## src/design/greedy_box_nms_unit_assert.svh

```systemverilog
// Assertion macros for the greedy box suppression unit
`ifndef GREEDY_BOX_NMS_UNIT_ASSERT_SVH
`define GREEDY_BOX_NMS_UNIT_ASSERT_SVH

// same-cycle implication
`define GNMS_ASSERT_HOLDS(label, clk, rst, cond, conseq) \
   label: assert property (@(posedge clk) disable iff (rst) (cond) |-> (conseq)) \
      else $error("gnms assertion failed");

// next-cycle implication
`define GNMS_ASSERT_NEXT(label, clk, rst, cond, conseq) \
   label: assert property (@(posedge clk) disable iff (rst) (cond) |=> (conseq)) \
      else $error("gnms assertion failed");

`endif

```

## src/design/gnms_pkg.sv

```systemverilog
// Shared constants and types of the greedy box suppression unit
`default_nettype none
package gnms_pkg;
   localparam int MaxBoxes   = 64;
   localparam int SlotW      = $clog2(MaxBoxes);
   localparam int CountW     = SlotW + 1;
   localparam int CoordW     = 16;
   localparam int ScoreW     = 16;
   localparam int ThrW       = 17;
   localparam int QueueDepth = 2;
   localparam logic [ThrW-1:0] ThrReset   = 17'd32768;
   localparam logic [2:0]      CmpLatency = 3'd5;

   typedef struct packed {
      logic signed [CoordW-1:0] left;
      logic signed [CoordW-1:0] top;
      logic signed [CoordW-1:0] right;
      logic signed [CoordW-1:0] bottom;
      logic [ScoreW-1:0]        score;
      logic [SlotW-1:0]         slot;
      logic                     last;
      logic                     drop;
   } item_type;

   typedef struct packed {
      logic signed [CoordW-1:0] left;
      logic signed [CoordW-1:0] top;
      logic signed [CoordW-1:0] right;
      logic signed [CoordW-1:0] bottom;
      logic [ScoreW-1:0]        score;
      logic [SlotW-1:0]         slot;
      logic                     overflowed;
      logic                     last;
   } result_type;

   typedef struct packed {
      logic loading;
   } back_stat_type;
endpackage
`default_nettype wire

```

## src/design/gnms_fifo.sv

```systemverilog
// Short request queue between front and back
`default_nettype none
module gnms_fifo (
   input  wire logic               clock,
   input  wire logic               reset,
   input  wire logic               wr_en,
   input  wire gnms_pkg::item_type wr_item,
   output logic                    full,
   input  wire logic               rd_en,
   output gnms_pkg::item_type      rd_item,
   output logic                    empty
);
   localparam int PtrW = $clog2(gnms_pkg::QueueDepth);

   gnms_pkg::item_type          mem_ff [gnms_pkg::QueueDepth];
   logic [PtrW-1:0]             wr_ptr_ff, rd_ptr_ff;
   logic [PtrW:0]               count_ff;
   logic                        do_wr, do_rd;

   assign full    = count_ff == (PtrW+1)'(gnms_pkg::QueueDepth);
   assign empty   = count_ff == '0;
   assign do_wr   = wr_en & ~full;
   assign do_rd   = rd_en & ~empty;
   assign rd_item = mem_ff[rd_ptr_ff];

   always_ff @(posedge clock) begin
      if (do_wr) begin
         mem_ff[wr_ptr_ff] <= wr_item;
      end
   end

   always_ff @(posedge clock) begin
      if (reset) begin
         wr_ptr_ff <= '0;
         rd_ptr_ff <= '0;
         count_ff  <= '0;
      end else begin
         if (do_wr) begin
            wr_ptr_ff <= wr_ptr_ff + 1'b1;
         end
         if (do_rd) begin
            rd_ptr_ff <= rd_ptr_ff + 1'b1;
         end
         if (do_wr && !do_rd) begin
            count_ff <= count_ff + 1'b1;
         end else if (do_rd && !do_wr) begin
            count_ff <= count_ff - 1'b1;
         end
      end
   end
endmodule
`default_nettype wire

```

## config.mk

```make
export PLATFORM = sky130hd
export DESIGN_NAME = gnms_fifo
export DESIGN_NICKNAME = d
export VERILOG_FILES = /design/src/design/greedy_box_nms_unit_assert.svh /design/src/design/gnms_pkg.sv /design/src/design/gnms_fifo.sv
export SDC_FILE = /design/constraint.sdc
export NUM_CORES = 1
export LEC_CHECK = 0
export BUFFER_PORTS_ARGS = -buffer_cell sky130_fd_sc_hd__buf_2
export CORE_MARGIN = 4
export CORE_UTILIZATION = 43
export CTS_CLUSTER_DIAMETER = 150
export CTS_CLUSTER_SIZE = 28
export DETAILED_ROUTE_END_ITERATION = 7
export GPL_TIMING_DRIVEN = 0
export PLACE_DENSITY = 0.68
export SLEW_MARGIN = 0
export SYNTH_ARGS = -nofsm -noshare
export SYNTH_HDL_FRONTEND = slang
export SYNTH_SLANG_ARGS = --single-unit
export TNS_END_PERCENT = 20
```

## constraint.sdc

```tcl
create_clock -name clock -period 5.8 [get_ports clock]
set_input_delay 1.16 -clock clock [delete_from_list [all_inputs] [get_ports clock]]
set_output_delay 1.16 -clock clock [all_outputs]
set_load 0.1 [all_outputs]
```

==> run summary, run 1 <==
- **slew at the pin closest to its max-slew limit** 645 ps
- **required arrival time at the worst endpoint** 4640 ps
- **number of nets in the synthesized netlist** 392
- **final number of setup-violating endpoints** 0
- **RSZ-0062 raised after global routing** false
- **startpoint class of the critical path** flop
- **sum of net half-perimeters after detailed placement** 8.17 mm
- **vias in the first global route** 3729
- **synthesized area divided by synthesized cell count** 22.2 um2
- **share of cells above drive strength 1** 0.607
- **CTS clk-pin slew, worst paths** 60 ps
- **drt via density** 4.82
- **Max Fclk** 0.331 GHz
- **Synth Instances** 299
- **buffers inserted by post-CTS timing repair** 0
- **gp weighted congestion** 0.702
- **sequential standard cell area** 5390 um2
- **synthesized flop and latch total** 181
- **vertical die dimension** 132 um
- **status** finished, final reports clean
- **FF-to-FF path depth** 4
- **maxcap violations** 0
- **total of warnings raised by yosys** 0
- **worst hold margin** 499 ps
- **post-cts resize count** 0
- **largest net degree at the start of global routing** 51
- **number of antenna-violating nets in the routed design** 0
- **dominant cells by area after synthesis** sky130_fd_sc_hd__edfxtp_1 (80%), sky130_fd_sc_hd__mux2_2 (12%), sky130_fd_sc_hd__mux2_4 (4.5%)
- **Clk Latency, worst-skew pair** 420 ps
- **largest fanout of any net on the critical path** 10
- **number of clock sinks** 181
- **area of the core** 15100 um2
- **Residual DRC** 0
- **synthesis-to-layout area growth** 26.2%
- **Post-CTS Hold Fix Bufs** 0
- **post-route setup TNS** 0 ps
- **post-route fraction of the period consumed by the critical path** 0.520
- **share of Yosys cell area claimed by the top area cell type** 0.795
- **GR Util All Layers** 0.141
- **kind of capture point of the worst setup path** primary output
- **part of the Yosys area used for sequential elements** 0.811
- **endpoint arrival time on the critical path** 1860 ps
- **root buffer cell** sky130_fd_sc_hd__clkbuf_16
- **clock period minus final worst setup slack** 3020 ps
- **area of combinational cells with multiple inputs** 1180 um2
- **kind of critical path** flop to primary output
- **CTS max path bufs** 2
- **Boundary Pins** 182
- **TritonRoute pass-1 iters** 4
- **initial antenna violation count** 0
- **post-DR wirelength/cell** 17.3 um
- **overall via count from detail_route** 3385
- **die width** 132 um
- **CTS tree** yes
- **final slew viol count** 0
- **worst max-slew margin expressed relative to the limit** 0.570
- **layout filler cell count** 1247
- **routed wire length** 12.1 mm
- **Worst Clk Skew** 4.25 ps
- **number of buffers created by CTS** 17
- **number of stages on the worst hold path** 2
- **overflow left after global routing** 0
- **Worst Hold Class** flop to flop
- **Die Outline Area** 17500 um2
- **setup slack of the most critical reg-to-reg path** 3770 ps
- **wire length of the first global-routing pass** 19.0 mm
- **fin nets** 594
- **H-tree depth** 4
- **Initial Utilization** 0.439
- **final hold vios** 0
- **Synth area leader** sky130_fd_sc_hd__edfxtp_1
- **count of different cell masters after synthesis** 15
- **DRT iter0 DRCs** 158
- **number of buffers added on ports** 181
- **number of placement rows** 45
- **post-synthesis instance area** 6640 um2
- **number of diodes added for antenna fixing** 0
## kinds of logic (layout without fill, tap and decap cells)
kind of cell,after synthesis,after routing,share of synthesized area
fa+ha+maj,1,1,0.00188
buf+inv,12,227,0.0124
xor+xnor,3,3,0.00396
mux,88,88,0.160
compound gates,5,5,0.00377
flops,181,181,0.811
simple gates,9,9,0.00697
## per-layer routing
| layer | GRT usage | up-vias | wire, um |
|---|---|---|---|
| li1 | - | 1587 | - |
| met1 | 0.159 | 1659 | 4770 |
| met2 | 0.241 | 120 | 6190 |
| met3 | 0.0599 | 19 | 951 |
| met4 | 0.0502 | 0 | 203 |
| met5 | 0 | - | 0 |
## Yosys cell counts
cell type,number
sky130_fd_sc_hd__edfxtp_1,176
sky130_fd_sc_hd__mux2_2,68
sky130_fd_sc_hd__mux2_4,20
sky130_fd_sc_hd__buf_2,6
sky130_fd_sc_hd__dfxtp_1,5
sky130_fd_sc_hd__nor2_1,5
sky130_fd_sc_hd__buf_6,4
sky130_fd_sc_hd__o21ai_0,3
sky130_fd_sc_hd__xor2_1,3
sky130_fd_sc_hd__a21oi_1,2
sky130_fd_sc_hd__inv_1,2
sky130_fd_sc_hd__or3_1,2
sky130_fd_sc_hd__and2_1,1
sky130_fd_sc_hd__ha_1,1
sky130_fd_sc_hd__nor2b_2,1
## through the flow
stage                     std cells  worst slack [ps]  cell area (um2)  utilization
final                           702              2780             8390        0.554
after floorplan                 299              1940             6640            -
after global placement          668               768             7780        0.514
after global routing            702              2700             8390        0.554
after detailed placement        670              2930             7850        0.518
after CTS                       702              2730             8390        0.554
## layout make-up
type,instances,share of cell area
clock buffer,19,0.0516
buffer,10,0.00895
sequential,181,0.642
clock inverter,13,0.0130
inverter,2,0.00119
tap,188,0.0280
timing repair buffer,183,0.115
multi-input combinational,106,0.141
## critical path, stage by stage (launching register included)
cell	delay, ps
sky130_fd_sc_hd__dfxtp_1	320
sky130_fd_sc_hd__buf_6	140
sky130_fd_sc_hd__buf_6	170
sky130_fd_sc_hd__buf_6	190
sky130_fd_sc_hd__mux2_4	310
sky130_fd_sc_hd__buf_2	290
## final timing paths
kind                                          startpoint                      end
worst max register to register  count_ff[1]$_SDFFE_PP0P_  mem_ff[0][36]$_DFFE_PP_
worst min register to register    wr_ptr_ff$_SDFFE_PP0P_   wr_ptr_ff$_SDFFE_PP0P_
worst min-delay path              wr_ptr_ff$_SDFFE_PP0P_   wr_ptr_ff$_SDFFE_PP0P_
worst max-delay path                                flop              rd_item[46]
## cell usage in the layout (no fill, tap or decap)
master,Yosys,layout
sky130_fd_sc_hd__a21oi_1,2,2
sky130_fd_sc_hd__clkbuf_16,0,17
sky130_fd_sc_hd__and2_4,0,1
sky130_fd_sc_hd__o21ai_0,3,3
sky130_fd_sc_hd__clkinv_1,0,2
sky130_fd_sc_hd__inv_6,0,2
sky130_fd_sc_hd__clkinv_2,0,3
sky130_fd_sc_hd__clkbuf_1,0,2
sky130_fd_sc_hd__buf_2,6,187
sky130_fd_sc_hd__inv_1,2,1
sky130_fd_sc_hd__dfxtp_1,5,5
sky130_fd_sc_hd__or3_1,2,2
sky130_fd_sc_hd__inv_4,0,1
sky130_fd_sc_hd__mux2_4,20,20
sky130_fd_sc_hd__clkinvlp_4,0,4
sky130_fd_sc_hd__xor2_1,3,3
sky130_fd_sc_hd__ha_1,1,1
sky130_fd_sc_hd__nor2_1,5,5
sky130_fd_sc_hd__edfxtp_1,176,176
sky130_fd_sc_hd__mux2_2,68,68
sky130_fd_sc_hd__clkinv_4,0,1
sky130_fd_sc_hd__buf_6,4,4
sky130_fd_sc_hd__buf_16,0,2
sky130_fd_sc_hd__nor2b_2,1,1
sky130_fd_sc_hd__bufinv_16,0,1
## registers in the layout, indices dropped and copies added, names as in the netlist, named ones only
| name | cells |
|---|---|
| mem_ff | 176 |
| count_ff | 2 |
| rd_ptr_ff | 1 |
| wr_ptr_ff | 1 |
Power of run 1 is not shown: default switching activity piles up to over one toggle a cycle in this logic, so the estimate is an artifact.
==> run 2, diff against run 1 <==
Clock period 5.8 ns to 3.05 ns, I/O delays scaled along.
==> run 2 against run 1 <==
Against the previous run:
- first-iteration DRC count increased by 11%
- worst setup slack got worse by 2200 ps
- register-to-register slack got worse by 2700 ps
- die area unchanged
- sequential share of layout area decreased by 0.37 points
- clock skew increased by 1.7 ps
- cell count decreased by 0.43%
- global-route usage decreased by 0.17 points
- via count increased by 0.97%
- critical endpoint is now rd_item[54]
- critical path type unchanged
- clock-buffer cell count decreased by 1
==> run summary, run 2 (synthesis results as in run 1) <==
- **CTS max path bufs** 2, unchanged
- **sequential standard cell area** 5390 um2, unchanged
- **gp weighted congestion** 0.707, +0.68%
- **clock period minus final worst setup slack** 2450 ps
- **number of clock sinks** 181, unchanged
- **RSZ-0062 raised after global routing** false
- **number of antenna-violating nets in the routed design** 0, unchanged
- **Bufs and invs on worst path** 4, unchanged
- **GR Util All Layers** 0.139, -0.00173
- **cell with the largest stage delay on the worst path** sky130_fd_sc_hd__dfxtp_1
- **wire length of the first global-routing pass** 18.7 mm, -1.5%
- **register with the most flip-flops** mem_ff
- **maxcap violations** 0, unchanged
- **Residual DRC** 0, unchanged
- **number of diodes added for antenna fixing** 0, unchanged
- **root buffer cell** sky130_fd_sc_hd__clkbuf_16
- **number of flip-flops in the largest register** 176, unchanged
- **endpoint arrival time on the critical path** 1840 ps, -20 ps
- **final number of setup-violating endpoints** 0, unchanged
- **list of cells traversed by the critical path** buf_6, buf_6, buf_6, mux2_4, buf_2
- **Initial Utilization** 0.439, unchanged
- **worst hold margin** 379 ps, -120 ps
- **kind of critical path** flop to primary output
- **Boundary Pins** 182, unchanged
- **die width** 132 um, unchanged
- **number of buffers added on ports** 181, unchanged
- **area of the core** 15100 um2, unchanged
- **CTS tree** yes
- **Worst Clk Skew** 5.92 ps, +1.67 ps
- **synthesis-to-layout area growth** 27.0%
- **vias in the first global route** 3766, +0.99%
- **number of buffers created by CTS** 17, unchanged
- **vertical die dimension** 132 um, unchanged
- **share of cells above drive strength 1** 0.609, +0.00161
- **buffers inserted by post-CTS timing repair** 0, unchanged
- **final hold vios** 0, unchanged
- **TritonRoute pass-1 iters** 4, unchanged
- **Worst Hold Class** primary input to flop
- **H-tree depth** 4, unchanged
- **largest net degree at the start of global routing** 63, +24%
- **worst max-slew margin expressed relative to the limit** 0.625, +0.0549
- **startpoint class of the critical path** flop
- **commonest cells after routing, fill and taps aside** sky130_fd_sc_hd__buf_2 (187), sky130_fd_sc_hd__edfxtp_1 (176), sky130_fd_sc_hd__mux2_2 (68), sky130_fd_sc_hd__mux2_4 (20), sky130_fd_sc_hd__clkbuf_16 (17)
- **Post-CTS Hold Fix Bufs** 0, unchanged
- **drt via density** 4.89, +1.4%
- **overflow left after global routing** 0, unchanged
- **required arrival time at the worst endpoint** 2440 ps, -2200 ps
- **most frequent cell on the critical path** sky130_fd_sc_hd__buf_6
- **fin nets** 594, unchanged
- **most common cell after layout, fill and taps aside** sky130_fd_sc_hd__buf_2
- **initial antenna violation count** 3, +3
- **CTS clk-pin slew, worst paths** 60 ps, about the same
- **DRT iter0 DRCs** 175, +11%
- **Clk Latency, worst-skew pair** 410 ps, about the same
- **Max Fclk** 0.408 GHz
- **kind of capture point of the worst setup path** primary output
- **Die Outline Area** 17500 um2, unchanged
- **number of placement rows** 45, unchanged
- **post-route fraction of the period consumed by the critical path** 0.805
- **area of combinational cells with multiple inputs** 1180 um2, unchanged
- **largest registers** mem_ff x176, count_ff x2
- **post-route setup TNS** 0 ps, unchanged
- **slowest cell delay on critical path** 320 ps, about the same
- **CP delay by family, top** buffers and inverters
- **routed wire length** 11.8 mm, -2.7%
- **largest fanout of any net on the critical path** 10, unchanged
- **status** finished, final reports clean
- **post-DR wirelength/cell** 16.9 um, -2.3%
- **post-cts resize count** 0, unchanged
- **layout filler cell count** 1192, -4.4%
- **final slew viol count** 0, unchanged
- **sum of net half-perimeters after detailed placement** 8.27 mm, +1.2%
- **overall via count from detail_route** 3418, +0.97%
- **slew at the pin closest to its max-slew limit** 563 ps, -82.3 ps
==> run 2: cell types whose count changed in the layout (fill, tap and decap cells not counted) <==
cell | before | now
sky130_fd_sc_hd__clkinv_2 | 3 | 4
sky130_fd_sc_hd__clkbuf_1 | 2 | 1
sky130_fd_sc_hd__inv_6 | 2 | 0
sky130_fd_sc_hd__clkinv_4 | 1 | 2
sky130_fd_sc_hd__bufinv_16 | 1 | 4
sky130_fd_sc_hd__clkinv_1 | 2 | 1
sky130_fd_sc_hd__clkinvlp_4 | 4 | 0
==> run 2: metal layers <==
| metal | track usage | wire [um] | vias up |
|---|---|---|---|
| li1 | - | - | 1583 |
| met1 | 0.149 | 4500 | 1681 |
| met2 | 0.229 | 5860 | 124 |
| met3 | 0.0775 | 1160 | 24 |
| met4 | 0.0577 | 241 | 6 |
| met5 | 0 | 41 | - |
==> run 2: layout make-up <==
class,count,share of cell area
Buffer,10,0.00890
Clock buffer,18,0.0509
Clock inverter,11,0.0191
Inverter,2,0.00119
Multi-Input combinational cell,106,0.140
Sequential cell,181,0.638
Tap cell,188,0.0279
Timing Repair Buffer,183,0.114
==> run 2: per-stage QoR <==
stage	util	cells	area, um2	setup WS [ps]
2_1_floorplan	-	299	6650	-154
3_3_place_gp	0.514	668	7790	-1150
3_5_place_dp	0.518	670	7850	763
4_1_cts	0.557	699	8440	538
5_1_grt	0.557	699	8440	493
6_report	0.557	699	8440	596
==> run 2: final timing paths <==
path | from | end | slack [ps] | cells after the start
min reg2reg | wr_ptr_ff$_SDFFE_PP0P_ | wr_ptr_ff$_SDFFE_PP0P_ | 500 | 2
max | flop | rd_item[54] | 600 | 5
min | wr_item[5] | mem_ff[1][5]$_DFFE_PP_ | 380 | 1
max reg2reg | count_ff[1]$_SDFFE_PP0P_ | mem_ff[0][38]$_DFFE_PP_ | 1070 | 4
==> run 2: worst register-to-register path, cell delays in order, from the launching register on <==
cell,delay (ps)
sky130_fd_sc_hd__dfxtp_1,330
sky130_fd_sc_hd__nor2b_2,180
sky130_fd_sc_hd__or3_1,370
sky130_fd_sc_hd__inv_4,430
sky130_fd_sc_hd__buf_16,320
Power of run 2 is left out for the same reason.
==> run 3, diff against run 2 <==
Settings changed: ABC_AREA set to 1.
Clock period 3.05 ns to 2.5 ns, I/O delays scaled along.
==> run 3 against run 2 <==
Against the previous run:
- synthesized cell count increased by 4.0%
- largest cell class unchanged
- wire length increased by 4.4%
- first-iteration DRC count decreased by 14%
- highest routed layer unchanged
- critical path depth unchanged
- register-to-register slack got worse by 800 ps
- clock skew about the same
- die area increased by 0.36%
==> run summary, run 3 <==
- **status** finished, final reports clean
- **Die Outline Area** 17600 um2, +0.36%
- **commonest cells after routing, fill and taps aside** sky130_fd_sc_hd__buf_2 (187), sky130_fd_sc_hd__edfxtp_1 (176), sky130_fd_sc_hd__mux2_2 (68), sky130_fd_sc_hd__mux2_4 (20), sky130_fd_sc_hd__clkbuf_16 (17)
- **Boundary Pins** 182, unchanged
- **Synth Instances** 311, +4.0%
- **number of synthesized flops with an enable pin** 176, unchanged
- **die width** 133 um, +0.18%
- **count of different cell masters after synthesis** 15, unchanged
- **buffers inserted by post-CTS timing repair** 0, unchanged
- **largest fanout of any net on the critical path** 10, unchanged
- **post-route fraction of the period consumed by the critical path** 0.946
- **number of buffers created by CTS** 17, unchanged
- **area of the core** 15200 um2, +0.37%
- **part of the Yosys area used for sequential elements** 0.808, -0.00304
- **Max Fclk** 0.423 GHz
- **FF-to-FF path depth** 3, -1
- **startpoint class of the critical path** flop
- **CTS tree** yes
- **cell area after layout** 8500 um2, +0.74%
- **largest voltage drop on the vdd net** 0.000848 V
- **primary flip-flop cell chosen by synthesis mapping** sky130_fd_sc_hd__edfxtp_1
- **clock period minus final worst setup slack** 2370 ps
- **CTS clk-pin slew, worst paths** 60 ps, about the same
- **register with the most flip-flops** mem_ff
- **most numerous cell types in the synthesized netlist** sky130_fd_sc_hd__edfxtp_1 (176), sky130_fd_sc_hd__mux2_2 (68), sky130_fd_sc_hd__mux2_4 (20)
- **final number of setup-violating endpoints** 0, unchanged
- **share of synthesized cell area in full adder, half adder and majority cells** 0.00188, -0.00000707
- **root buffer cell** sky130_fd_sc_hd__clkbuf_16
- **endpoint arrival time on the critical path** 1870 ps, +30 ps
- **initial antenna violation count** 1, -2
- **overflow left after global routing** 0, unchanged
- **share of Yosys cell area claimed by the top area cell type** 0.792, -0.00298
- **wire length of the first global-routing pass** 19.3 mm, +3.1%
- **standard cell area after detailed placement** 7930 um2, +1.1%
- **TritonRoute pass-1 iters** 4, unchanged
- **routed wire length** 12.3 mm, +4.4%
- **overall via count from detail_route** 3474, +1.6%
- **share of synthesized area spent on multiplexers** 0.160, -0.000602
- **worst max-slew margin expressed relative to the limit** 0.329, -0.296
- **slew at the pin closest to its max-slew limit** 1000 ps, +442 ps
- **fin nets** 609, +2.5%
- **final slew viol count** 0, unchanged
- **gp weighted congestion** 0.692, -2.1%
- **drt via density** 4.85, -0.91%
- **kind of critical path** flop to primary output
- **power per unit of standard cell area** 1340 nW/um2
- **Synth Area in Simple Gates** 0.00994, +0.00298
- **number of buffers added on ports** 181, unchanged
- **GR Util All Layers** 0.143, +0.00357
- **post-DR wirelength/cell** 17.2 um, +1.7%
- **number of flip-flops in the largest register** 176, unchanged
- **post-cts resize count** 0, unchanged
- **maxcap violations** 0, unchanged
- **final hold vios** 0, unchanged
- **RSZ-0062 raised after global routing** false
- **Worst Hold Class** primary input to flop
- **post-synthesis instance area** 6670 um2, +0.38%
- **vias in the first global route** 3766, unchanged
- **synthesis-to-layout area growth** 27.4%
- **most common cell after layout, fill and taps aside** sky130_fd_sc_hd__buf_2
- **synthesized flop and latch total** 181, unchanged
- **Clk Latency, worst-skew pair** 410 ps, about the same
- **post-synthesis share of cell area spent on xor and xnor gates** 0, -0.00395
- **largest net degree at the start of global routing** 32, -49%
- **number of antenna-violating nets in the routed design** 0, unchanged
- **synthesized area divided by synthesized cell count** 21.4 um2, -3.5%
- **vertical die dimension** 133 um, +0.18%
- **Worst Clk Skew** 5.53 ps, -0.390 ps
- **Initial Utilization** 0.439, about the same
- **number of clock sinks** 181, unchanged
- **number of nets in the synthesized netlist** 404, +3.1%
- **Synth area leader** sky130_fd_sc_hd__edfxtp_1
- **setup slack after placement** 69.9 ps, -693 ps
- **CTS max path bufs** 2, unchanged
- **Post-CTS Hold Fix Bufs** 0, unchanged
- **final setup slack of the worst path** 134 ps, -462 ps
- **number of diodes added for antenna fixing** 0, unchanged
- **H-tree depth** 4, unchanged
- **Synth Area in Compound Gates** 0.00450, +0.000736
- **FFs w/ async S/R, synth** 0, unchanged
- **number of stages on the worst hold path** 1, unchanged
- **largest registers** mem_ff x176, count_ff x2
- **number of placement rows** 45, unchanged
- **sum of net half-perimeters after detailed placement** 8.69 mm, +5.1%
- **dominant cells by area after synthesis** sky130_fd_sc_hd__edfxtp_1 (79%), sky130_fd_sc_hd__mux2_2 (11%), sky130_fd_sc_hd__mux2_4 (4.5%)
- **most common cell in the netlist** sky130_fd_sc_hd__edfxtp_1
- **Static Leakage** 3.25 nW
- **total of warnings raised by yosys** 0, unchanged
- **share of cells above drive strength 1** 0.595, -0.0131
- **kind of capture point of the worst setup path** primary output
- **required arrival time at the worst endpoint** 2000 ps, -440 ps
- **dominant combinational cell family by area after synthesis** multiplexers
- **Residual DRC** 0, unchanged
- **DRT iter0 DRCs** 150, -14%
[run 3: logic make-up after synthesis]
group / after synthesis
flops: 181
mux: 88
fa+ha+maj: 1
compound gates: 6
simple gates: 16
buf+inv: 19
[run 3: stage by stage]
step,instances,power [mW],utilization,hold slack (ps),setup TNS (ps)
2_1_floorplan,311,8.15,-,492,-161640
3_3_place_gp,680,8.83,0.514,501,-395940
3_5_place_dp,685,8.94,0.522,539,0
4_1_cts,717,11.5,0.559,247,0
5_1_grt,717,11.8,0.559,244,0
6_report,717,11.4,0.559,270,0
[run 3: per-layer routing]
layer,part of all wire,routed length (um),GRT usage,up-vias
met5,0.0011,13,0,-
met4,0.017,206,0.0560,2
met3,0.077,954,0.0578,16
met2,0.52,6370,0.251,123
met1,0.39,4770,0.155,1710
li1,-,-,-,1623
[run 3: final timing paths]
kind | from | slack (ps) | to
worst max-delay path | flop | 130 | rd_item[52]
worst max register to register | count_ff[0]$_SDFFE_PP0P_ | 270 | mem_ff[1][85]$_DFFE_PP_
worst min register to register | wr_ptr_ff$_SDFFE_PP0P_ | 540 | wr_ptr_ff$_SDFFE_PP0P_
worst min-delay path | wr_item[8] | 270 | mem_ff[1][8]$_DFFE_PP_
[run 3: power breakdown]
| group | switching (mW) | total, mW | internal [mW] |
|---|---|---|---|
| combinational | 3.94 | 4.89 | 0.954 |
| sequential | 0.0998 | 3.93 | 3.83 |
| clock | 1.06 | 2.53 | 1.47 |
[run 3: cell type report]
cell class	count	area (um2)
timing repair buffer	186	1010
buffer	10	75.1
sequential	181	5390
clock inverter	13	133
fill	1228	6700
multi-input combinational	111	1190
inverter	9	33.8
clock buffer	19	433
tap	188	235
[run 3: worst max-delay path, cell delays in order, from the launching register on]
cell and delay, ps:
sky130_fd_sc_hd__dfxtp_1 330, sky130_fd_sc_hd__buf_6 140, sky130_fd_sc_hd__buf_6 170, sky130_fd_sc_hd__buf_6 190, sky130_fd_sc_hd__mux2_4 320, sky130_fd_sc_hd__buf_2 290
No activity file was read; power rests on OpenSTA's default activity.
