File: src/design/greedy_box_nms_unit_assert.svh
// Assertion macros for the greedy box suppression unit
`ifndef GREEDY_BOX_NMS_UNIT_ASSERT_SVH
`define GREEDY_BOX_NMS_UNIT_ASSERT_SVH

// same-cycle implication
`define GNMS_ASSERT_HOLDS(label, clk, rst, cond, conseq) \
   label: assert property (@(posedge clk) disable iff (rst) (cond) |-> (conseq)) \
      else $error("gnms assertion failed");

// next-cycle implication
`define GNMS_ASSERT_NEXT(label, clk, rst, cond, conseq) \
   label: assert property (@(posedge clk) disable iff (rst) (cond) |=> (conseq)) \
      else $error("gnms assertion failed");

`endif

File: src/design/gnms_pkg.sv
// Shared constants and types of the greedy box suppression unit
`default_nettype none
package gnms_pkg;
   localparam int MaxBoxes   = 64;
   localparam int SlotW      = $clog2(MaxBoxes);
   localparam int CountW     = SlotW + 1;
   localparam int CoordW     = 16;
   localparam int ScoreW     = 16;
   localparam int ThrW       = 17;
   localparam int QueueDepth = 2;
   localparam logic [ThrW-1:0] ThrReset   = 17'd32768;
   localparam logic [2:0]      CmpLatency = 3'd5;

   typedef struct packed {
      logic signed [CoordW-1:0] left;
      logic signed [CoordW-1:0] top;
      logic signed [CoordW-1:0] right;
      logic signed [CoordW-1:0] bottom;
      logic [ScoreW-1:0]        score;
      logic [SlotW-1:0]         slot;
      logic                     last;
      logic                     drop;
   } item_type;

   typedef struct packed {
      logic signed [CoordW-1:0] left;
      logic signed [CoordW-1:0] top;
      logic signed [CoordW-1:0] right;
      logic signed [CoordW-1:0] bottom;
      logic [ScoreW-1:0]        score;
      logic [SlotW-1:0]         slot;
      logic                     overflowed;
      logic                     last;
   } result_type;

   typedef struct packed {
      logic loading;
   } back_stat_type;
endpackage
`default_nettype wire

File: src/design/gnms_front.sv
// Front end: takes requests, numbers them within the set and flags overflow drops
`default_nettype none
module gnms_front (
   input  wire logic                              clock,
   input  wire logic                              reset,
   input  wire logic                              push,
   output logic                                   full,
   input  wire logic signed [gnms_pkg::CoordW-1:0] box_left,
   input  wire logic signed [gnms_pkg::CoordW-1:0] box_top,
   input  wire logic signed [gnms_pkg::CoordW-1:0] box_right,
   input  wire logic signed [gnms_pkg::CoordW-1:0] box_bottom,
   input  wire logic [gnms_pkg::ScoreW-1:0]        box_score,
   input  wire logic                              last_in,
   output logic                                   q_push,
   output gnms_pkg::item_type                     q_item,
   input  wire logic                              q_full
);
   logic [gnms_pkg::CountW-1:0] count_ff, count_in;
   logic                        drop;

   assign full   = q_full;
   assign q_push = push & ~q_full;
   assign drop   = count_ff >= gnms_pkg::CountW'(gnms_pkg::MaxBoxes);

   always_comb begin
      q_item.left   = box_left;
      q_item.top    = box_top;
      q_item.right  = box_right;
      q_item.bottom = box_bottom;
      q_item.score  = box_score;
      q_item.slot   = count_ff[gnms_pkg::SlotW-1:0];
      q_item.last   = last_in;
      q_item.drop   = drop;
   end

   always_comb begin
      count_in = count_ff;
      if (q_push) begin
         if (last_in) begin
            count_in = '0;
         end else if (!drop) begin
            count_in = count_ff + 1'b1;
         end
      end
   end

   always_ff @(posedge clock) begin
      if (reset) begin
         count_ff <= '0;
      end else begin
         count_ff <= count_in;
      end
   end
endmodule
`default_nettype wire

File: config.mk
export PLATFORM = sky130hd
export DESIGN_NAME = gnms_front
export DESIGN_NICKNAME = d
export VERILOG_FILES = /design/src/design/greedy_box_nms_unit_assert.svh /design/src/design/gnms_pkg.sv /design/src/design/gnms_front.sv
export SDC_FILE = /design/constraint.sdc
export NUM_CORES = 1
export LEC_CHECK = 0
export BUFFER_PORTS_ARGS = -buffer_cell sky130_fd_sc_hd__buf_2
export CORE_MARGIN = 5
export CORE_UTILIZATION = 29
export CTS_CLUSTER_DIAMETER = 60
export CTS_CLUSTER_SIZE = 40
export DETAILED_ROUTE_END_ITERATION = 8
export GPL_TIMING_DRIVEN = 0
export HOLD_SLACK_MARGIN = 0.05
export PLACE_DENSITY = 0.83
export SLEW_MARGIN = 20
export SYNTH_ARGS = -nofsm -noshare
export SYNTH_HDL_FRONTEND = slang
export SYNTH_SLANG_ARGS = --single-unit
File: constraint.sdc
create_clock -name clock -period 1.6 [get_ports clock]
set_input_delay 0.32 -clock clock [delete_from_list [all_inputs] [get_ports clock]]
set_output_delay 0.32 -clock clock [all_outputs]
set_load 0.05 [all_outputs]
==> results.md, run 1 <==
* Instance area at placement at 0.00162 mm²
* Final estimated routing congestion in global placement at 0.698
* Worst-case clock skew at 0.000504 ns
* Most numerous cell on the critical path: sky130_fd_sc_hd__buf_2
* Final count of negative-setup-slack endpoints at 0
* Total gr overflow at 0
* HP Class: input port to flip-flop
* Final worst path period share at 87.3%
* Count of port buffers added during placement at between 90 and 100
* Growth of design area from synthesis to finish at 52.9%
* DRC viols at 0
* RSZ-0062 raised after global routing: false
* Clock H-tree levels at 1
* Max FFs per register at 7
* Max Freq at 716 MHz
* Final TNS setup at 0 ns
* Floorplan die height at 71.2 µm
* GRT met1 Usage at 11.4%
* WL per Instance at between 10 and 15 µm
* Diode insertion count for antenna repair at 0
* Cell area after layout at 0.00166 mm²
* Category of the worst setup path launch point: input port
* Fin. Hold Viols at 0
* Number of sinks on the clock net at 7
* Library cell with the largest summed area after synthesis: sky130_fd_sc_hd__buf_4
* Power density over the cells at 672 mW/mm²
* Highest net fanout along the worst path at 8
* Largest net degree at the start of global routing at 10
* Horizontal die dimension at between 70 and 80 µm
* Synth Cell Area at ~0.0011 mm²
* Most frequent standard cell in the layout excluding fill and tap cells: sky130_fd_sc_hd__buf_2
* Data arrival time of the critical path at 1.08 ns
* Post-route core utilization at 45.8%
* Crit Path Class: input port to output port
* Drt first pass iters at 3
* Global-route wire length before repair at 4.36 mm
* Global Route Usage Sum at roughly a tenth
* Clock tree from TritonCTS: done
* Worst slew margin relative to its limit at ~70%
* Delay contributed by the slowest stage of the critical path at around 0.28 ns
* Portion of the post-synthesis area used by sequential elements at 12.9%
* Yosys warnings at 0
* Post-cts repair resize count at 0
* Min Clock Period, post-route at approximately 1.4 ns
* Number of global-route vias before repair at between 900 and 1k
* Register containing the most flip-flops in the final layout: count_ff
* CP cell instances: buf_2 > nand2b_4 > buf_6 > inv_1 > buf_2
* Clock-pin slew on the worst setup and hold paths at 0.04 ns
* Critical path endpoint category: output port
* Maximum clock path buffer count at 2
* Distinct cells, synth at 23
* Count of vias placed by the detailed router at 1057
* Die area at 0.00507 mm²
* Site Rows at 22
* Number of antenna violations at the first check in global routing at 0
* Count of nets left with antenna violations after detail routing at 0
* Leading cell types in the layout, fill and taps excluded: sky130_fd_sc_hd__buf_2 (94), sky130_fd_sc_hd__buf_4 (89), sky130_fd_sc_hd__dfxtp_1 (7)
* Detailed placement HPWL at 2.72 mm
* Detailed router's first-iteration violation count at 10
* Starting Density at 29.9%
* Leakage dissipation at 0.988 nW
* Run status: complete, no violations
* Ratio of cells with drive above 1 in the final layout at 80.8%
* Vias per inst at 3.75
* Required time reported for the critical path endpoint at approximately 1.3 ns
* Root Driver: sky130_fd_sc_hd__clkbuf_8
* Flip-flop and latch count after synthesis at 7
* Registers with the most flip-flops: count_ff (7)
* TritonCTS buffer count at 3
* Core area at around 0.0036 mm²
* Top cells by area, synth: sky130_fd_sc_hd__buf_4 (61%), sky130_fd_sc_hd__dfxtp_1 (13%), sky130_fd_sc_hd__mux2i_1 (2.8%)
* Number of cells produced by synthesis at 136
* Hold Buf Count CTS at 0
* Post-layout net count at approximately 320
* Number of pins with negative max-slew slack in the final report at 0
* M3 GR Usage at 3.51%
* Pin slew with the least headroom to its limit at 0.447 ns
* Routed Wire Length at 2.98 mm
* Area share of the largest cell type after synthesis at 61.4%
* Total setup buffers inserted after CTS at 0
* Most crowded layer after global routing: met2
* Post-synthesis average cell area at 7.99 µm²
* Net count after synthesis at ~220
* Global-route track usage on met2 at 17.9%
* MaxCap Viol Count at 0
* Highest ir drop seen on vdd at 0.000318 V
* Highest-delay cell along the critical path: sky130_fd_sc_hd__buf_2
* Number of primary I/O pins at roughly 180
* Worst-Skew Late Latency at 0.23 ns
## final cells by class
type / instances / area, µm²
inverter: 5 / 18.8
fill: 369 / 1970
tap: 48 / 60.1
clock buffer: 4 / 45.0
buffer: 91 / 683
multi-input combinational: 33 / 245
sequential: 7 / 140
timing repair buffer: 94 / 470
## report_power, final
group | internal (W) | leakage [nW] | switching (W) | total (W)
sequential | 0.000177 | 0.0565 | 0.00000178 | 0.000179
combinational | 0.000215 | 0.908 | 0.000474 | 0.000688
clock | 0.000173 | 0.0228 | 0.0000787 | 0.000251
## critical path: cells and delay by family
family                 cells  cell delay [ns]
buffers and inverters      4             0.61
AND/OR/NAND/NOR            1             0.13
## Yosys cell counts
cell and instances:
sky130_fd_sc_hd__a21oi_1 3, sky130_fd_sc_hd__a41oi_1 1, sky130_fd_sc_hd__and3_1 1, sky130_fd_sc_hd__buf_4 89, sky130_fd_sc_hd__buf_6 1, sky130_fd_sc_hd__clkbuf_1 1
sky130_fd_sc_hd__dfxtp_1 7, sky130_fd_sc_hd__ha_1 2, sky130_fd_sc_hd__inv_1 5, sky130_fd_sc_hd__mux2i_1 3, sky130_fd_sc_hd__nand2_1 2, sky130_fd_sc_hd__nand2b_1 1
sky130_fd_sc_hd__nand2b_4 1, sky130_fd_sc_hd__nand3_1 2, sky130_fd_sc_hd__nand3b_1 4, sky130_fd_sc_hd__nor2_1 2, sky130_fd_sc_hd__nor2b_1 1, sky130_fd_sc_hd__nor4_1 2
sky130_fd_sc_hd__nor4b_2 1, sky130_fd_sc_hd__o21ai_0 2, sky130_fd_sc_hd__o31ai_1 1, sky130_fd_sc_hd__or3b_1 3, sky130_fd_sc_hd__or4_1 1
## per-stage QoR
stage	hold WS [ns]	std cells	total power [W]	setup slack [ns]
2_1_floorplan	0.389	136	0.000765	0.343
6_report	0.365	282	0.00112	0.204
4_1_cts	0.356	282	0.00113	0.199
5_1_grt	0.393	282	0.00117	0.143
3_5_place_dp	0.502	278	0.000874	0.199
3_3_place_gp	0.500	278	0.000871	0.201
## path summary, 6_finish.rpt
path	cells after the start	startpoint	end	slack, ns
max	5	q_full	q_push	0.20
min	2	reset	count_ff[0]	0.37
max reg2reg	4	count_ff[0]	count_ff[2]	0.23
min reg2reg	2	count_ff[4]	count_ff[4]	0.51
## logic make-up after synthesis
kind of cell | after synthesis | synth area share (%)
AO/OA/AOI/OAI | 7 | 3.80
flip-flops | 7 | 12.9
multiplexers | 3 | 2.76
adder cells (fa/ha/maj) | 2 | 2.30
AND/OR/NAND/NOR | 21 | 13.7
buffers and inverters | 96 | 64.6
## per-layer routing
layer  vias to the layer above  routed length, µm
met5                         -                  0
met4                         0                 32
met3                         2                521
met2                        96               1460
met1                       418                961
li1                        541                  -
Power figures use the tool's default switching activity.
==> run 2, diff against run 1 <==
--- a/config.mk
+++ b/config.mk
@@ -18,3 +18,4 @@
 export SYNTH_ARGS = -nofsm -noshare
 export SYNTH_HDL_FRONTEND = slang
 export SYNTH_SLANG_ARGS = --single-unit
+export TNS_END_PERCENT = 10
==> constraint.sdc (replaced) <==
create_clock -name clock -period 1.4 [get_ports clock]
set_input_delay 0.28 -clock clock [delete_from_list [all_inputs] [get_ports clock]]
set_output_delay 0.28 -clock clock [all_outputs]
set_load 0.05 [all_outputs]
==> run 2 against run 1 <==
Effect of this change: cell area rose by 0.15%; register-to-register slack got worse by 0.15 ns; critical path depth fell by 1; sequential power rose by 14%; sequential share of layout area rose by 0.14 points; critical endpoint is now count_ff[2]; largest cell class unchanged; via count did not move; non-clock buffer count did not move; setup slack got worse by 0.12 ns; utilization rose by 0.069 points; clock power rose by 14%; largest power group unchanged; clock skew did not move.
==> results.md, run 2 (synthesis results as in run 1) <==
* TritonCTS buffer count at 3
* Clock tree from TritonCTS: done
* Clock H-tree levels at 1
* Routed Wire Length at between 2 and 3 mm
* Placed cell count at approximately 280
* Cell-internal power at 0.000645 W
* Number of sinks on the clock net at 7
* Max FFs per register at 7
* Most frequent standard cell in the layout excluding fill and tap cells: sky130_fd_sc_hd__buf_2
* Post-route core utilization at between 40% and 50%
* Min Clock Period, post-route at 1.32 ns
* Number of primary I/O pins at 175
* Total setup buffers inserted after CTS at 0
* Hold-critical path endpoint: count_ff[0]
* Floorplan die height at approximately 71 µm
* Count of nets left with antenna violations after detail routing at 0
* Run status: complete, no violations
* Ratio of cells with drive above 1 in the final layout at 81.6%
* Leakage dissipation at 0.989 nW
* Core area at 0.00363 mm²
* Met2 wire length at between 1 and 1.5 mm
* Highest ir drop seen on vdd at 0.000364 V
* Number of buffer and inverter stages on the critical path at 1
* Max Freq at approximately 760 MHz
* CP cell instances: ha_1 > inv_1 > or4_1 > a21oi_1
* Starting Density at between 20% and 30%
* Global Route Usage Sum at 10.2%
* Number of antenna violations at the first check in global routing at 0
* Critical path endpoint category: flip-flop
* Launch instance of the worst min-delay path: reset
* Number of cell instances on the worst register-to-register path at 4
* R2R Path Start: count_ff[0]
* Count of vias placed by the detailed router at between 1k and 1.5k
* Number of fill cells at 368
* Register area at 143 µm²
* Sequential fraction of design power at 16.0%
* Clock-pin slew on the worst setup and hold paths at 0.04 ns
* Final worst path period share at 94.2%
* Capture instance of the worst register-to-register path: count_ff[2]
* Category of the worst setup path launch point: flip-flop
* Highest-delay cell along the critical path: sky130_fd_sc_hd__or4_1
* Registers with the most flip-flops: count_ff (7)
* Number of global-route vias before repair at 992
* Global-route wire length before repair at 4.36 mm
* M1 wire length at 961 µm
* Hold Buf Count CTS at 0
* Final estimated routing congestion in global placement at 0.698
* Post-cts repair resize count at 0
* Growth of design area from synthesis to finish at 53.2%
* Root Driver: sky130_fd_sc_hd__clkbuf_8
* Hold-critical path depth at 2
* Switching component of the power at between 0.0006 and 0.0007 W
* Portion of total power attributed to the clock network at 22.5%
* Worst slew margin relative to its limit at between 70% and 80%
* Post-layout net count at 322
* Register containing the most flip-flops in the final layout: count_ff
* Die area at slightly above 0.005 mm²
* Diode insertion count for antenna repair at 0
* Site Rows at 22
* Required time reported for the critical path endpoint at 1.56 ns
* Stages on worst setup path at 4
* Total gr overflow at 0
* Largest net degree at the start of global routing at 10
* Detailed router's first-iteration violation count at 10
* DRC viols at 0
* Switching power share of the total at roughly half
* Fin. Hold Viols at 0
* WL per Instance at roughly 11 µm
* Detailed placement HPWL at 2.72 mm
* Pin slew with the least headroom to its limit at 0.447 ns
* RSZ-0062 raised after global routing: false
* Drt first pass iters at 3
* Smallest hold slack at approximately 0.32 ns
* Maximum clock path buffer count at 2
* Top cell family by delay on the critical path: simple AND/OR/NAND/NOR gates
* Number of pins with negative max-slew slack in the final report at 0
* Leading cell types in the layout, fill and taps excluded: sky130_fd_sc_hd__buf_2 (94), sky130_fd_sc_hd__buf_4 (89), sky130_fd_sc_hd__inv_1 (5), sky130_fd_sc_hd__dfxtp_1 (5), sky130_fd_sc_hd__nand3b_1 (4)
* Vias per inst at 3.75
* Worst-case clock skew at 0.000504 ns
* Multi-input gate area at 245 µm²
* Register-to-register path setup slack at 0.08 ns
* Highest signal layer in the routed design: met4
* Fraction of power consumed by combinational cells at approximately 62%
* Final TNS setup at 0 ns
* Count of port buffers added during placement at between 90 and 100
* Horizontal die dimension at between 70 and 80 µm
* Power density over the cells at around 770 mW/mm²
* Crit Path Class: flip-flop to flip-flop
* Data arrival time of the critical path at between 1 and 1.5 ns
* MaxCap Viol Count at 0
* HP Class: input port to flip-flop
* Final cell count without fillers at 282
* Total length of routed met3 wires at 521 µm
* Highest net fanout along the worst path at 5
* Delay contributed by the slowest stage of the critical path at ~0.50 ns
* Worst-Skew Late Latency at 0.23 ns
* Final count of negative-setup-slack endpoints at 0
[run 2: cell counts in the layout (fill, tap and decap cells not counted)]
No cell type changed its count.
[run 2: area by class of cell]
type	count	share of cell area, %
Buffer	91	41.0
Timing Repair Buffer	94	28.2
Multi-Input combinational cell	33	14.7
Sequential cell	7	8.56
Tap cell	48	3.61
Clock buffer	4	2.70
Inverter	5	1.13
[run 2: power by group through the flow]
stage               Combinational, W  Clock [W]  Sequential [W]
floorplan                   0.000668          0        0.000207
global placement            0.000788          0        0.000207
detailed placement          0.000792          0        0.000207
CTS                         0.000792   0.000300        0.000204
global route                0.000819   0.000312        0.000204
finish                      0.000787   0.000287        0.000204
[run 2: layer usage]
metal | global-route usage, % | up-vias
met4 | 3.76 | 0
met1 | 11.4 | 418
li1 | - | 541
met5 | 0 | -
met2 | 17.9 | 96
met3 | 3.51 | 2
[run 2: worst max-delay path by stage]
stage,startpoint,endpoint,slack (ns)
5_1_grt,count_ff[0],count_ff[2],0.02
6_report,count_ff[0],count_ff[2],0.08
3_5_place_dp,count_ff[0],count_ff[2],0.05
4_1_cts,count_ff[0],count_ff[2],0.03
3_3_place_gp,count_ff[0],count_ff[2],0.07
2_1_floorplan,count_ff[0],count_ff[2],0.14
[run 2: worst register-to-register path, stage by stage, from the launching register on]
cell and delay [ns]:
sky130_fd_sc_hd__dfxtp_2 0.35, sky130_fd_sc_hd__ha_1 0.18, sky130_fd_sc_hd__inv_1 0.07, sky130_fd_sc_hd__or4_1 0.50, sky130_fd_sc_hd__a21oi_1 0.15
[run 2: through the flow]
step	total power (W)	cell area, µm²	setup slack, ns
floorplan	0.000875	1090	0.143
global placement	0.000995	1620	0.0650
detailed placement	0.000999	1620	0.0486
CTS	0.00130	1660	0.0289
global route	0.00134	1670	0.0192
finish	0.00128	1670	0.0814
==> run 3, diff against run 2 <==
--- a/config.mk
+++ b/config.mk
@@ -5,7 +5,9 @@
 export SDC_FILE = /design/constraint.sdc
 export NUM_CORES = 1
 export LEC_CHECK = 0
+export ABC_AREA = 1
 export BUFFER_PORTS_ARGS = -buffer_cell sky130_fd_sc_hd__buf_2
+export CAP_MARGIN = 20
 export CORE_MARGIN = 5
 export CORE_UTILIZATION = 29
 export CTS_CLUSTER_DIAMETER = 60
==> run 3 against run 2 <==
Effect of this change: sequential share of layout area down 0.21 points; setup slack improved by 0.016 ns; maximum frequency is 1.2% higher; non-clock buffer count decreased by 1; final cell count rose by 5.0%; area after synthesis increased by 1.4%; cell area grew 0.75%; power increased by 1.0%; routed wire length up 11%; hold slack got worse by 0.083 ns; combinational power rose by 2%; register-to-register slack improved by 0.09 ns; critical endpoint is now q_item[6]; largest cell class unchanged; largest power group unchanged.
==> results.md, run 3 <==
* MaxCap Viol Count at 0
* Clock tree from TritonCTS: done
* Horizontal die dimension at about 72 µm
* Root Driver: sky130_fd_sc_hd__clkbuf_8
* Final estimated routing congestion in global placement at roughly 0.8
* Yosys warnings at 0
* Number of sinks on the clock net at 7
* Number of flops mapped to enable cells by yosys at 0
* Number of global-route vias before repair at 1084
* Number of primary I/O pins at 175
* WL per Instance at 11.2 µm
* Cell area after layout at 0.00168 mm²
* Drt first pass iters at 4
* Count of vias placed by the detailed router at around 1.1k
* Growth of design area from synthesis to finish at 52.2%
* Total setup buffers inserted after CTS at 0
* Total gr overflow at 0
* Global Route Usage Sum at 11.4%
* Capture instance of the worst register-to-register path: count_ff[4]
* Pin slew with the least headroom to its limit at 0.276 ns
* Highest net fanout along the worst path at 5
* Post-cts repair resize count at 0
* Crit Path Class: flip-flop to output port
* Number of antenna violations at the first check in global routing at 0
* Ratio of cells with drive above 1 in the final layout at approximately 80%
* Core area at ~0.0037 mm²
* Critical path endpoint category: output port
* Hold-critical path depth at 2
* Hold Buf Count CTS at 0
* Final cell count without fillers at 296
* Category of the worst setup path launch point: flip-flop
* Vias per inst at 3.77
* Area share of the largest cell type after synthesis at 60.6%
* Routed Wire Length at about 3.3 mm
* Largest net degree at the start of global routing at 7
* Maximum clock path buffer count at 2
* Instance area at placement at 0.00163 mm²
* Distinct cells, synth at 18
* Fraction of synthesized area in multiplexers at 0%
* R2R Path Start: count_ff[1]
* Final count of negative-setup-slack endpoints at 0
* CP cell instances: buf_4 > buf_2
* Number of cells produced by synthesis at 150
* Most instantiated cells after synthesis: sky130_fd_sc_hd__buf_4 (89), sky130_fd_sc_hd__nand2_1 (11), sky130_fd_sc_hd__inv_1 (9)
* Clock-pin slew on the worst setup and hold paths at ~0.040 ns
* Diode insertion count for antenna repair at 0
* Power density over the cells at between 700 and 800 mW/mm²
* Most common cell in the synthesized netlist: sky130_fd_sc_hd__buf_4
* Post-route core utilization at a little under half
* Portion of the post-synthesis area used by sequential elements at 12.7%
* Leading register cell type out of synthesis: sky130_fd_sc_hd__dfxtp_1
* Leading cell types in the layout, fill and taps excluded: sky130_fd_sc_hd__buf_2 (94), sky130_fd_sc_hd__buf_4 (89), sky130_fd_sc_hd__nand2_1 (11)
* Top cells by area, synth: sky130_fd_sc_hd__buf_4 (61%), sky130_fd_sc_hd__dfxtp_1 (13%), sky130_fd_sc_hd__nor2_4 (4.1%)
* Die area at 0.00513 mm²
* Post-layout net count at 336
* Highest-delay cell along the critical path: sky130_fd_sc_hd__dfxtp_1
* Main combinational cell family by area after synthesis: buffers and inverters
* Run status: complete, no violations
* Register containing the most flip-flops in the final layout: count_ff
* TritonCTS buffer count at 3
* Data arrival time of the critical path at 1.02 ns
* Registers with the most flip-flops: count_ff (7)
* Max FFs per register at 7
* Flip-flop and latch count after synthesis at 7
* Library cell with the largest summed area after synthesis: sky130_fd_sc_hd__buf_4
* Placed cell count at 292
* Fin. Hold Viols at 0
* Detailed router's first-iteration violation count at 31
* Post-Synth Adder-Cell Area at 2.27%
* Final worst path period share at 93.1%
* DRC viols at 0
* Max Freq at 767 MHz
* Post-synthesis share of cell area spent on xor and xnor gates at 0%
* Worst slew margin relative to its limit at 81.7%
* Fraction of the mapped netlist area in simple logic gates at 16.5%
* Net count after synthesis at 237
* Number of fill cells at 382
* Detailed placement HPWL at between 3 and 4 mm
* Floorplan die height at approximately 72 µm
* Worst-case clock skew at 0.000944 ns
* HP Class: input port to flip-flop
* Fraction of registers with async set or reset after synthesis at 0%
* Highest ir drop seen on vdd at ~0.00033 V
* Hold-critical path endpoint: count_ff[1]
* Required time reported for the critical path endpoint at 1.12 ns
* Most frequent standard cell in the layout excluding fill and tap cells: sky130_fd_sc_hd__buf_2
* Min Clock Period, post-route at about 1.3 ns
* Complex-gate fraction of the synthesized area at 3.52%
* Synth Cell Area at about 0.0011 mm²
* Final TNS setup at 0 ns
* Count of nets left with antenna violations after detail routing at 0
* Count of port buffers added during placement at 94
* Overall power after layout at 0.00129 W
* Worst-Skew Late Latency at 0.23 ns
* RSZ-0062 raised after global routing: false
* Number of cell instances on the worst register-to-register path at 5
* Clock H-tree levels at 1
* Post-synthesis average cell area at 7.35 µm²
* Global-route wire length before repair at 4.73 mm
* Launch instance of the worst min-delay path: reset
* Leakage dissipation at 1.00 nW
* Starting Density at 30.1%
* Site Rows at 22
* Number of pins with negative max-slew slack in the final report at 0
* Register-to-register path setup slack at 0.17 ns
* Delay contributed by the slowest stage of the critical path at between 0.4 and 0.5 ns
==> run 3: cell types whose count changed after synthesis, sizes merged, moves of 2 or more <==
cell,previous run,this run
inv,5,12
nor2,2,13
nand3b,4,0
nor4,2,0
nand3,2,4
or3b,3,0
nand2,2,13
nand2b,2,0
mux2i,3,0
==> run 3: metrics by stage <==
stage | worst slack (ns) | hold WS [ns]
finish | 0.0969 | 0.234
global route | 0.0522 | 0.238
CTS | 0.0856 | 0.226
detailed placement | 0.158 | 0.461
global placement | 0.179 | 0.457
floorplan | 0.261 | 0.349
==> run 3: area by class of cell <==
cell class / count / area [µm²] / share of cell area, %
multi-input cells: 41 / 245 / 14.6
clock buffers: 4 / 45.0 / 2.68
inverters: 12 / 45.0 / 2.68
repair buffers: 94 / 470 / 28.0
plain buffers: 90 / 672 / 40.0
flip-flops and latches: 7 / 140 / 8.35
well taps: 48 / 60.1 / 3.58
==> run 3: worst max-delay path by stage <==
stage	depth (start not counted)	to	from	slack [ns]
finish	2	q_item[6]	count_ff[4]	0.1
global route	5	count_ff[4]	count_ff[1]	0.05
CTS	2	q_item[5]	count_ff[3]	0.09
detailed placement	5	count_ff[4]	count_ff[1]	0.16
global placement	5	count_ff[4]	count_ff[1]	0.18
floorplan	5	count_ff[4]	count_ff[1]	0.26
==> run 3: logic make-up (layout without fill, tap and decap cells) <==
family | after synthesis | after routing
buf+inv | 102 | 200
simple gates | 32 | 32
compound gates | 7 | 7
flops | 7 | 7
fa+ha+maj | 2 | 2
==> run 3: critical path, delay by kind of cell (launching register included) <==
kind,cells,cell delay [ns]
flops,1,0.41
buf+inv,2,0.39
==> run 3: per-layer routing <==
layer  track usage (%)  part of all wire [%]  vias up
met3              4.35                    14        4
li1                  -                     -      560
met4              4.59                   1.0        0
met5                 0                     0        -
met1              9.02                    24      471
met2              23.8                    61       80
==> run 3: where the power goes <==
group | internal [W] | switching [W] | leakage [nW] | total (W)
combinational | 0.000244 | 0.000557 | 0.925 | 0.000801
sequential | 0.000203 | 0.00000308 | 0.0566 | 0.000206
clock | 0.000197 | 0.0000876 | 0.0228 | 0.000285
total | 0.000644 | 0.000647 | 1.00 | 0.00129
